===== src/rau_pkg.sv =====
`timescale 1ns / 1ps
// ----------------------------------------------------------------------------
// rau_pkg
// Shared types and codes for the rational arithmetic unit.
// ----------------------------------------------------------------------------
package rau_pkg;

    localparam int WIDTH_DEF = 32;

    localparam logic [1:0] KIND_REDUCE    = 2'd0;
    localparam logic [1:0] KIND_MUL_WHOLE = 2'd1;
    localparam logic [1:0] KIND_MUL_FRAC  = 2'd2;
    localparam logic [1:0] KIND_ADD       = 2'd3;

    localparam logic [1:0] STAT_OK        = 2'd0;
    localparam logic [1:0] STAT_ZERO_DEN  = 2'd1;
    localparam logic [1:0] STAT_OVERFLOW  = 2'd2;

    typedef struct packed {
        logic [1:0]  kind;
        logic [31:0] a_num;
        logic [31:0] a_den;
        logic [31:0] b_num;
        logic [31:0] b_den;
        logic [31:0] whole_number;
    } req_t;

    typedef struct packed {
        logic [31:0] res_num;
        logic [31:0] res_den;
        logic [1:0]  status;
    } rsp_t;

    typedef enum logic [3:0] {
        ST_IDLE,
        ST_DISPATCH,
        ST_WB_N,
        ST_MUL_D,
        ST_WB_D,
        ST_MUL_Q,
        ST_ADD,
        ST_CHECK,
        ST_GCD,
        ST_DIV,
        ST_FINISH
    } state_t;

    typedef enum logic [2:0] {
        MUL_AN_WN,
        MUL_AN_BN,
        MUL_AN_BD,
        MUL_AD_BD,
        MUL_BN_AD
    } mul_sel_t;

    typedef enum logic [1:0] {
        RES_ZDEN,
        RES_OVF,
        RES_ZERO,
        RES_QUOT
    } res_sel_t;

    typedef struct packed {
        logic     load;
        logic     mul_en;
        mul_sel_t mul_sel;
        logic     n_from_prod;
        logic     d_from_prod;
        logic     n_add_prod;
        logic     gcd_init;
        logic     gcd_step;
        logic     div_init;
        logic     div_step;
        logic     out_write;
        res_sel_t res_sel;
    } cmd_t;

    typedef struct packed {
        logic       zden;
        logic       ovf;
        logic       n_zero;
        logic [1:0] kind;
        logic       gcd_done;
        logic       div_last;
        logic       out_free;
    } sts_t;

endpackage


===== src/rau_datapath.sv =====
`timescale 1ns / 1ps
// ----------------------------------------------------------------------------
// rau_datapath
// Operand registers, 32x32 multiplier, binary gcd unit, dual bit-serial
// exact divider and output register.
// ----------------------------------------------------------------------------
module rau_datapath #(
    parameter int WIDTH = rau_pkg::WIDTH_DEF
) (
    input  logic          clk,
    input  logic          rst_n,
    input  rau_pkg::req_t req_data,
    input  rau_pkg::cmd_t cmd,
    output rau_pkg::sts_t sts,
    output logic          rsp_valid,
    input  logic          rsp_ready,
    output rau_pkg::rsp_t rsp_data
);

    localparam int          CNT_W = $clog2(WIDTH);
    localparam logic [63:0] LIMIT = (64'd1 << WIDTH) - 64'd1;

    rau_pkg::req_t     req_reg,     req_next;
    logic [63:0]       prod_reg,    prod_next;
    logic [63:0]       n_reg,       n_next;
    logic [63:0]       d_reg,       d_next;
    logic              zden_reg,    zden_next;
    logic              ovf_reg,     ovf_next;
    logic [WIDTH-1:0]  x_reg,       x_next;
    logic [WIDTH-1:0]  y_reg,       y_next;
    logic [WIDTH-1:0]  div_reg,     div_next;
    logic [WIDTH:0]    rem_n_reg,   rem_n_next;
    logic [WIDTH:0]    rem_d_reg,   rem_d_next;
    logic [CNT_W-1:0]  cnt_reg,     cnt_next;
    rau_pkg::rsp_t     out_reg,     out_next;
    logic              out_valid_reg, out_valid_next;

    logic [31:0]       op_a;
    logic [31:0]       op_b;
    logic [64:0]       sum;
    logic [WIDTH-1:0]  n_w;
    logic [WIDTH-1:0]  d_w;
    logic [WIDTH:0]    sh_n;
    logic [WIDTH:0]    sh_d;
    logic              ge_n;
    logic              ge_d;
    logic              use_b;
    logic              in_zden;
    logic              in_ovf;

    function automatic logic fits(input logic [63:0] v);
        return v <= LIMIT;
    endfunction

    always_comb
    begin
        case (cmd.mul_sel)
            rau_pkg::MUL_AN_WN:
            begin
                op_a = req_reg.a_num;
                op_b = req_reg.whole_number;
            end
            rau_pkg::MUL_AN_BN:
            begin
                op_a = req_reg.a_num;
                op_b = req_reg.b_num;
            end
            rau_pkg::MUL_AN_BD:
            begin
                op_a = req_reg.a_num;
                op_b = req_reg.b_den;
            end
            rau_pkg::MUL_AD_BD:
            begin
                op_a = req_reg.a_den;
                op_b = req_reg.b_den;
            end
            rau_pkg::MUL_BN_AD:
            begin
                op_a = req_reg.b_num;
                op_b = req_reg.a_den;
            end
            default:
            begin
                op_a = req_reg.a_num;
                op_b = req_reg.a_den;
            end
        endcase
    end

    assign sum  = {1'b0, n_reg} + {1'b0, prod_reg};
    assign n_w  = n_reg[WIDTH-1:0];
    assign d_w  = d_reg[WIDTH-1:0];
    assign sh_n = {rem_n_reg[WIDTH-1:0], n_w[WIDTH-1]};
    assign sh_d = {rem_d_reg[WIDTH-1:0], d_w[WIDTH-1]};
    assign ge_n = sh_n >= {1'b0, div_reg};
    assign ge_d = sh_d >= {1'b0, div_reg};

    assign use_b   = (req_data.kind == rau_pkg::KIND_MUL_FRAC)
                  || (req_data.kind == rau_pkg::KIND_ADD);
    assign in_zden = (req_data.a_den == 32'd0) || (use_b && (req_data.b_den == 32'd0));
    assign in_ovf  = !fits(64'(req_data.a_num)) || !fits(64'(req_data.a_den))
                  || (use_b && (!fits(64'(req_data.b_num)) || !fits(64'(req_data.b_den))))
                  || ((req_data.kind == rau_pkg::KIND_MUL_WHOLE)
                      && !fits(64'(req_data.whole_number)));

    always_comb
    begin
        req_next   = req_reg;
        prod_next  = prod_reg;
        n_next     = n_reg;
        d_next     = d_reg;
        zden_next  = zden_reg;
        ovf_next   = ovf_reg;
        x_next     = x_reg;
        y_next     = y_reg;
        div_next   = div_reg;
        rem_n_next = rem_n_reg;
        rem_d_next = rem_d_reg;
        cnt_next   = cnt_reg;
        out_next   = out_reg;

        if (cmd.load)
        begin
            req_next  = req_data;
            n_next    = 64'(req_data.a_num);
            d_next    = 64'(req_data.a_den);
            zden_next = in_zden;
            ovf_next  = in_ovf;
        end

        if (cmd.mul_en)
        begin
            prod_next = {32'd0, op_a} * {32'd0, op_b};
        end

        if (cmd.n_from_prod)
        begin
            n_next   = prod_reg;
            ovf_next = ovf_reg | !fits(prod_reg);
        end

        if (cmd.d_from_prod)
        begin
            d_next   = prod_reg;
            ovf_next = ovf_reg | !fits(prod_reg);
        end

        if (cmd.n_add_prod)
        begin
            n_next   = sum[63:0];
            ovf_next = ovf_reg | !fits(prod_reg) | sum[64] | !fits(sum[63:0]);
        end

        if (cmd.gcd_init)
        begin
            x_next = n_w;
            y_next = d_w;
        end

        // Stein step; common factors of two are stripped from n and d too
        if (cmd.gcd_step)
        begin
            if (!x_reg[0] && !y_reg[0])
            begin
                x_next = x_reg >> 1;
                y_next = y_reg >> 1;
                n_next = n_reg >> 1;
                d_next = d_reg >> 1;
            end
            else if (!x_reg[0])
            begin
                x_next = x_reg >> 1;
            end
            else if (!y_reg[0])
            begin
                y_next = y_reg >> 1;
            end
            else if (x_reg > y_reg)
            begin
                x_next = (x_reg - y_reg) >> 1;
            end
            else
            begin
                y_next = (y_reg - x_reg) >> 1;
            end
        end

        if (cmd.div_init)
        begin
            div_next   = x_reg;
            rem_n_next = '0;
            rem_d_next = '0;
            cnt_next   = '0;
        end

        if (cmd.div_step)
        begin
            rem_n_next = ge_n ? (sh_n - {1'b0, div_reg}) : sh_n;
            rem_d_next = ge_d ? (sh_d - {1'b0, div_reg}) : sh_d;
            n_next     = 64'({n_w[WIDTH-2:0], ge_n});
            d_next     = 64'({d_w[WIDTH-2:0], ge_d});
            cnt_next   = cnt_reg + CNT_W'(1);
        end

        if (cmd.out_write)
        begin
            out_next.res_num = 32'd0;
            out_next.res_den = 32'd1;
            case (cmd.res_sel)
                rau_pkg::RES_ZDEN: out_next.status = rau_pkg::STAT_ZERO_DEN;
                rau_pkg::RES_OVF:  out_next.status = rau_pkg::STAT_OVERFLOW;
                rau_pkg::RES_ZERO: out_next.status = rau_pkg::STAT_OK;
                rau_pkg::RES_QUOT:
                begin
                    if ((|n_reg[63:32]) || (|d_reg[63:32]))
                    begin
                        out_next.status = rau_pkg::STAT_OVERFLOW;
                    end
                    else
                    begin
                        out_next.res_num = n_reg[31:0];
                        out_next.res_den = d_reg[31:0];
                        out_next.status  = rau_pkg::STAT_OK;
                    end
                end
                default: out_next.status = rau_pkg::STAT_OVERFLOW;
            endcase
        end
    end

    always_comb
    begin
        if (cmd.out_write)
        begin
            out_valid_next = 1'b1;
        end
        else if (rsp_ready)
        begin
            out_valid_next = 1'b0;
        end
        else
        begin
            out_valid_next = out_valid_reg;
        end
    end

    always_ff @(posedge clk or negedge rst_n)
    begin
        if (!rst_n)
        begin
            out_valid_reg <= 1'b0;
        end
        else
        begin
            out_valid_reg <= out_valid_next;
        end
    end

    always_ff @(posedge clk)
    begin
        req_reg   <= req_next;
        prod_reg  <= prod_next;
        n_reg     <= n_next;
        d_reg     <= d_next;
        zden_reg  <= zden_next;
        ovf_reg   <= ovf_next;
        x_reg     <= x_next;
        y_reg     <= y_next;
        div_reg   <= div_next;
        rem_n_reg <= rem_n_next;
        rem_d_reg <= rem_d_next;
        cnt_reg   <= cnt_next;
        out_reg   <= out_next;
    end

    assign sts.zden     = zden_reg;
    assign sts.ovf      = ovf_reg;
    assign sts.n_zero   = (n_reg == 64'd0);
    assign sts.kind     = req_reg.kind;
    assign sts.gcd_done = (x_reg == y_reg);
    assign sts.div_last = (cnt_reg == CNT_W'(WIDTH - 1));
    assign sts.out_free = !out_valid_reg || rsp_ready;

    assign rsp_valid = out_valid_reg;
    assign rsp_data  = out_reg;

    a_gcd_nonzero: assert property (@(posedge clk) disable iff (!rst_n)
        cmd.gcd_step |-> (x_reg != '0) && (y_reg != '0))
        else $error("gcd step on zero operand");

    a_rem_bound: assert property (@(posedge clk) disable iff (!rst_n)
        cmd.div_step |-> (rem_n_reg < {1'b0, div_reg}) && (rem_d_reg < {1'b0, div_reg}))
        else $error("divider remainder out of range");

    a_err_result: assert property (@(posedge clk) disable iff (!rst_n)
        (out_valid_reg && (out_reg.status != rau_pkg::STAT_OK))
            |-> (out_reg.res_num == 32'd0) && (out_reg.res_den == 32'd1))
        else $error("error beat without 0/1 result");

endmodule


===== src/rau_ctrl.sv =====
`timescale 1ns / 1ps
// ----------------------------------------------------------------------------
// rau_ctrl
// Sequencer: multiply steps, overflow checks, gcd loop, divide loop, output.
// ----------------------------------------------------------------------------
module rau_ctrl (
    input  logic          clk,
    input  logic          rst_n,
    input  logic          req_valid,
    output logic          req_ready,
    output rau_pkg::cmd_t cmd,
    input  rau_pkg::sts_t sts
);

    rau_pkg::state_t   state_reg, state_next;
    rau_pkg::res_sel_t res_reg,   res_next;

    always_ff @(posedge clk or negedge rst_n)
    begin
        if (!rst_n)
        begin
            state_reg <= rau_pkg::ST_IDLE;
            res_reg   <= rau_pkg::RES_ZERO;
        end
        else
        begin
            state_reg <= state_next;
            res_reg   <= res_next;
        end
    end

    always_comb
    begin
        state_next  = state_reg;
        res_next    = res_reg;
        cmd         = '0;
        cmd.mul_sel = rau_pkg::MUL_AN_WN;
        cmd.res_sel = res_reg;
        req_ready   = 1'b0;

        case (state_reg)
            rau_pkg::ST_IDLE:
            begin
                req_ready = 1'b1;
                if (req_valid)
                begin
                    cmd.load   = 1'b1;
                    state_next = rau_pkg::ST_DISPATCH;
                end
            end
            rau_pkg::ST_DISPATCH:
            begin
                if (sts.zden)
                begin
                    res_next   = rau_pkg::RES_ZDEN;
                    state_next = rau_pkg::ST_FINISH;
                end
                else if (sts.ovf)
                begin
                    res_next   = rau_pkg::RES_OVF;
                    state_next = rau_pkg::ST_FINISH;
                end
                else
                begin
                    case (sts.kind)
                        rau_pkg::KIND_REDUCE:
                        begin
                            state_next = rau_pkg::ST_CHECK;
                        end
                        rau_pkg::KIND_MUL_WHOLE:
                        begin
                            cmd.mul_en  = 1'b1;
                            cmd.mul_sel = rau_pkg::MUL_AN_WN;
                            state_next  = rau_pkg::ST_WB_N;
                        end
                        rau_pkg::KIND_MUL_FRAC:
                        begin
                            cmd.mul_en  = 1'b1;
                            cmd.mul_sel = rau_pkg::MUL_AN_BN;
                            state_next  = rau_pkg::ST_MUL_D;
                        end
                        default:
                        begin
                            cmd.mul_en  = 1'b1;
                            cmd.mul_sel = rau_pkg::MUL_AN_BD;
                            state_next  = rau_pkg::ST_MUL_D;
                        end
                    endcase
                end
            end
            rau_pkg::ST_WB_N:
            begin
                cmd.n_from_prod = 1'b1;
                state_next      = rau_pkg::ST_CHECK;
            end
            rau_pkg::ST_MUL_D:
            begin
                cmd.n_from_prod = 1'b1;
                cmd.mul_en      = 1'b1;
                cmd.mul_sel     = rau_pkg::MUL_AD_BD;
                if (sts.kind == rau_pkg::KIND_ADD)
                begin
                    state_next = rau_pkg::ST_MUL_Q;
                end
                else
                begin
                    state_next = rau_pkg::ST_WB_D;
                end
            end
            rau_pkg::ST_WB_D:
            begin
                cmd.d_from_prod = 1'b1;
                state_next      = rau_pkg::ST_CHECK;
            end
            rau_pkg::ST_MUL_Q:
            begin
                cmd.d_from_prod = 1'b1;
                cmd.mul_en      = 1'b1;
                cmd.mul_sel     = rau_pkg::MUL_BN_AD;
                state_next      = rau_pkg::ST_ADD;
            end
            rau_pkg::ST_ADD:
            begin
                cmd.n_add_prod = 1'b1;
                state_next     = rau_pkg::ST_CHECK;
            end
            rau_pkg::ST_CHECK:
            begin
                if (sts.ovf)
                begin
                    res_next   = rau_pkg::RES_OVF;
                    state_next = rau_pkg::ST_FINISH;
                end
                else if (sts.n_zero)
                begin
                    res_next   = rau_pkg::RES_ZERO;
                    state_next = rau_pkg::ST_FINISH;
                end
                else
                begin
                    cmd.gcd_init = 1'b1;
                    state_next   = rau_pkg::ST_GCD;
                end
            end
            rau_pkg::ST_GCD:
            begin
                if (sts.gcd_done)
                begin
                    cmd.div_init = 1'b1;
                    state_next   = rau_pkg::ST_DIV;
                end
                else
                begin
                    cmd.gcd_step = 1'b1;
                end
            end
            rau_pkg::ST_DIV:
            begin
                cmd.div_step = 1'b1;
                if (sts.div_last)
                begin
                    res_next   = rau_pkg::RES_QUOT;
                    state_next = rau_pkg::ST_FINISH;
                end
            end
            rau_pkg::ST_FINISH:
            begin
                if (sts.out_free)
                begin
                    cmd.out_write = 1'b1;
                    state_next    = rau_pkg::ST_IDLE;
                end
            end
            default:
            begin
                state_next = rau_pkg::ST_IDLE;
            end
        endcase
    end

    a_out_free: assert property (@(posedge clk) disable iff (!rst_n)
        cmd.out_write |-> sts.out_free)
        else $error("result written over a pending beat");

    a_n_writer: assert property (@(posedge clk) disable iff (!rst_n)
        $onehot0({cmd.load, cmd.n_from_prod, cmd.n_add_prod, cmd.gcd_step, cmd.div_step}))
        else $error("numerator register driven by two commands");

    a_div_exit: assert property (@(posedge clk) disable iff (!rst_n)
        (state_reg == rau_pkg::ST_DIV && sts.div_last)
            |=> (state_reg == rau_pkg::ST_FINISH) && (res_reg == rau_pkg::RES_QUOT))
        else $error("divider exit missed");

endmodule


===== src/rational_arithmetic_unit.sv =====
`timescale 1ns / 1ps
// ----------------------------------------------------------------------------
// rational_arithmetic_unit
// Reduce, scale, multiply or add unsigned fractions; result in lowest terms.
// ----------------------------------------------------------------------------
// One item is processed at a time; a new request beat is taken while the
// previous result beat waits on rsp_ready. An item that fails the zero
// denominator or operand range check goes from dispatch straight to the
// finish state. Otherwise setup runs one 32x32 multiply per cycle, up to
// three multiplies for an add, then the binary gcd loop runs one step per
// cycle, at most 2*WIDTH steps, then a bit-serial exact divider reduces
// numerator and denominator together, and the result is written to the
// output register once a stalled result beat there has gone; a zero
// numerator skips gcd and divide.
// ----------------------------------------------------------------------------
module rational_arithmetic_unit #(
    parameter int WIDTH = rau_pkg::WIDTH_DEF
) (
    input  logic          clk,
    input  logic          rst_n,
    input  logic          req_valid,
    output logic          req_ready,
    input  rau_pkg::req_t req_data,
    output logic          rsp_valid,
    input  logic          rsp_ready,
    output rau_pkg::rsp_t rsp_data
);

    rau_pkg::cmd_t cmd;
    rau_pkg::sts_t sts;

    rau_ctrl u_ctrl (
        .clk       (clk),
        .rst_n     (rst_n),
        .req_valid (req_valid),
        .req_ready (req_ready),
        .cmd       (cmd),
        .sts       (sts)
    );

    rau_datapath #(
        .WIDTH (WIDTH)
    ) u_datapath (
        .clk       (clk),
        .rst_n     (rst_n),
        .req_data  (req_data),
        .cmd       (cmd),
        .sts       (sts),
        .rsp_valid (rsp_valid),
        .rsp_ready (rsp_ready),
        .rsp_data  (rsp_data)
    );

endmodule


===== config.mk =====
export PLATFORM = sky130hd
export DESIGN_NAME = rational_arithmetic_unit
export DESIGN_NICKNAME = d
export VERILOG_FILES = /design/src/rau_pkg.sv /design/src/rau_datapath.sv /design/src/rau_ctrl.sv /design/src/rational_arithmetic_unit.sv
export SDC_FILE = /design/constraint.sdc
export NUM_CORES = 2
export LEC_CHECK = 0
export BUFFER_PORTS_ARGS = -buffer_cell sky130_fd_sc_hd__buf_2
export CAP_MARGIN = 10
export CORE_ASPECT_RATIO = 0.75
export CORE_MARGIN = 4
export CORE_UTILIZATION = 45
export CTS_CLUSTER_DIAMETER = 200
export DETAILED_ROUTE_END_ITERATION = 8
export PLACE_DENSITY_LB_ADDON = 0.05
export SLEW_MARGIN = 30
export SYNTH_ARGS = -nofsm -noshare
export SYNTH_HDL_FRONTEND = slang
export SYNTH_SLANG_ARGS = --single-unit

===== constraint.sdc =====
create_clock -name clk -period 24.3 [get_ports clk]
set_clock_uncertainty 0.2 [all_clocks]
set_input_delay 3.645 -clock clk [delete_from_list [all_inputs] [get_ports clk]]
set_output_delay 3.645 -clock clk [all_outputs]
set_load 0.005 [all_outputs]

==> reports/results.tsv <==
stage	metric	value	unit
timing	fin crit share	54.21	%
worst_setup_path	R2R Setup Slk	11.13	ns
clock_tree	CTS HTree Levels	3	
synth	sequential fraction of the synthesis area	23.36	%
placement	number of port buffers	233	
run	max-cap violation count	0	
placement	Placer Congestion	1.019	
detailed_routing	wirelength, routed	269300	µm
synth	Yosys cell types	89	
synth	Syn Area/Cell	8.877	µm²
final_layout	area delta synth->final	8.814	%
worst_setup_path	worst path required time	24.50	ns
synth	XOR/XNOR share of the synthesized area	2.653	%
floorplanning	Ports	234	
synth	Synth Area in Simple Gates	16.19	%
timing	# setup viols final	0	
hold_path	WHS Path Cells	2	
worst_setup_path	Critical-path top delay cell	o41ai_1	
placement	estimated wirelength of the detail-placed design	212700	µm
floorplanning	die height	344.6	µm
clock_tree	clock root cell	clkbuf_16	
worst_setup_path	CP Capture Type	flip-flop	
hold_path	Worst Hold Class	reg2reg	
detailed_routing	Pre-antenna DRT Iters	8	
floorplanning	die footprint	0.1574	mm²
grt	grt total ovfl	0	
timing	Max Slew Vio Count	0	
grt	initial antenna violation count	36	
worst_setup_path	CP Data Arrival Time	13.37	ns
clock_tree	Clock Latency Late Sink	0.70	ns
timing	Worst Max-Slew Pin Slew	1.077	ns
timing	final hold violation count	0	
floorplanning	Initial Util	45.31	%
timing	fin crit period	13.17	ns
worst_setup_path	CP Launch Type	flip-flop	
detailed_routing	drt via density	5.918	
clock_tree	Clk pin slew, worst setup/hold paths	0.07	ns
clock_tree	hold buffers post-CTS	0	
clock_tree	clk buf depth	3	
synth	Async S/R FF share, synth	1.178	%
final_layout	max reg flops	160	
detailed_routing	DR DRC count	0	
final_layout	fraction of layout cells with a size suffix above 1	7.922	%
floorplanning	Die W	456.9	µm
synth	Mapped Cells	7660	
detailed_routing	via count	57650	
synth	Compound-Gate Fraction of Synth Area	13.39	%
synth	syn nets	9184	
timing	Slew headroom	27.28	%
grt	Total Routing Usage GR	33.94	%
synth	Post-Syn Area	0.06800	mm²
clock_tree	CTS tree	done	
synth	largest family of logic cells by synthesized area	adder cells	
timing	RSZ-0062 raised after global routing	false	
timing	Fmax	0.07591	GHz
clock_tree	post-CTS setup buffer count	0	
synth	#FFs+latches synth	594	
clock_tree	TritonCTS buffer count	72	
floorplanning	row count	123	
final_layout	Layout Nets	9190	
floorplanning	Core Box Area	0.1501	mm²
worst_setup_path	most used cell, CP	fa_1	
clock_tree	clock sink count	594	
detailed_routing	drt wl/cell	27.64	µm
synth	ys flop type	edfxtp_1	
clock_tree	Resized Gates After CTS	0	
status	status	completed	
worst_setup_path	crit-path max FO	51	
grt	largest net degree at the start of global routing	117	
detailed_routing	DR iter-0 viols	6678	
grt	first-pass GRT wire length	390300	µm
synth	Yosys warning total	0	
worst_setup_path	max incr delay on CP	1.00	ns
detailed_routing	Routed Antenna Nets	0	
worst_setup_path	FF-to-FF path depth	38	
timing	final setup TNS	0	ns
worst_setup_path	Setup CP Type	reg2reg	
synth	mux share of post-synthesis cell area	1.402	%
synth	Adder-Cell Fraction of Synth Area	34.94	%
grt	number of global-route vias before repair	55580	
synth	number of synthesized flops with an enable pin	395	
-- cells in the final DEF, fill, tap and decap left out, types with 18 or more instances in the layout --
master,Yosys,routed
a22oi_1,69,69
nand3_1,177,177
and2_1,111,97
a31oi_1,29,27
nand4_1,54,54
o21ai_0,235,231
xnor2_1,137,137
a311oi_1,35,35
and3_1,38,36
o211ai_1,81,81
o21bai_1,37,37
nor3_1,53,51
inv_1,1023,1022
buf_4,2,122
a21o_1,140,140
o21a_1,40,40
nor2b_1,40,40
mux2i_1,93,93
nor4_1,64,61
buf_2,12,233
ha_1,457,457
o22ai_1,20,20
nand2b_1,39,38
fa_1,901,901
a211oi_1,58,58
xor2_1,69,69
edfxtp_1,395,395
o221ai_1,30,30
nand2_1,991,977
a21oi_1,427,426
nor2_1,918,908
a22o_1,18,18
clkbuf_16,0,74
dfxtp_1,192,192
-- logic make-up (layout without fill, tap and decap cells) --
| family | count (synthesis) | after routing |
|---|---|---|
| AOI/OAI and AO/OA | 1395 | 1395 |
| xor gates and xnor gates | 206 | 206 |
| adders and majority gates | 1358 | 1358 |
| buffers and inverters | 1456 | 1521 |
| DFF | 594 | 594 |
| muxes | 95 | 95 |
| other | 0 | 16 |
| and+or+nand+nor | 2556 | 2556 |
-- area by class of cell --
class / count / area (µm²)
fillers: 14380 / 76060
multi-input cells: 5610 / 47040
flip-flops and latches: 594 / 15880
inverters: 1024 / 3851
well taps: 2000 / 2502
repair buffers: 364 / 2237
clock buffers: 91 / 1926
clock inverters: 42 / 506.7
diodes: 16 / 40.04
-- synth_stat cells, types with 81 or more instances --
cell type / count / area share, %
clkbuf_1: 383 / 2.1
a21oi_1: 427 / 3.1
nor2_1: 918 / 5.1
edfxtp_1: 395 / 17
inv_1: 1023 / 5.6
nand3_1: 177 / 1.3
nand2_1: 991 / 5.5
fa_1: 901 / 27
o211ai_1: 81 / 0.89
o21ai_0: 235 / 1.7
mux2i_1: 93 / 1.4
dfxtp_1: 192 / 5.7
a21o_1: 140 / 1.5
and2_1: 111 / 1.0
ha_1: 457 / 8.4
xnor2_1: 137 / 1.8
-- critical path, delay by kind of cell (launching register included) --
kind | cells | cell delay [ns]
flip-flops | 1 | 0.51
XOR/XNOR | 1 | 0.13
AND/OR/NAND/NOR | 7 | 1.56
adder cells (fa/ha/maj) | 9 | 4.42
buffers and inverters | 10 | 2.09
AO/OA/AOI/OAI | 11 | 3.87
-- path summary, 6_finish.rpt --
path,from,endpoint
setup reg to reg,u_ctrl.state_reg[2]$_DFFE_PN0P_,u_datapath.prod_reg[63]$_DFFE_PP_
hold reg to reg,u_datapath.n_reg[37]$_SDFF_PP0_,u_datapath.n_reg[36]$_SDFF_PP0_
max in group asynchronous,rst_n,u_ctrl.res_reg[1]$_DFFE_PN1P_
setup / recovery,u_ctrl.state_reg[2]$_DFFE_PN0P_,u_datapath.prod_reg[63]$_DFFE_PP_
hold / removal,u_datapath.n_reg[37]$_SDFF_PP0_,u_datapath.n_reg[36]$_SDFF_PP0_
min in group asynchronous,rst_n,u_ctrl.state_reg[1]$_DFFE_PN0P_
-- metal layers --
| metal | track usage (%) | share of wire [%] |
|---|---|---|
| met1 | 50.06 | 44 |
| met2 | 46.44 | 39 |
| met3 | 10.17 | 12 |
| met4 | 13.15 | 4.5 |
| met5 | 0 | 0.014 |
-- through the flow --
step | setup slack (ns) | cells | instance area [µm²] | hold slack, ns | utilization [%]
3_5_place_dp | 11.54 | 9591 | 71460 | 0.2896 | 47.63
6_report | 11.13 | 9741 | 73990 | 0.3001 | 49.31
4_1_cts | 11.49 | 9724 | 73890 | 0.3000 | 49.25
2_1_floorplan | 14.14 | 7660 | 68000 | 0.2342 | -
3_3_place_gp | 10.99 | 9588 | 71340 | 0.2867 | 47.54
5_1_grt | 10.87 | 9735 | 73970 | 0.3180 | 49.30
Power is not shown: default switching activity piles up to over one toggle a cycle in this logic, so the estimate is an artifact.
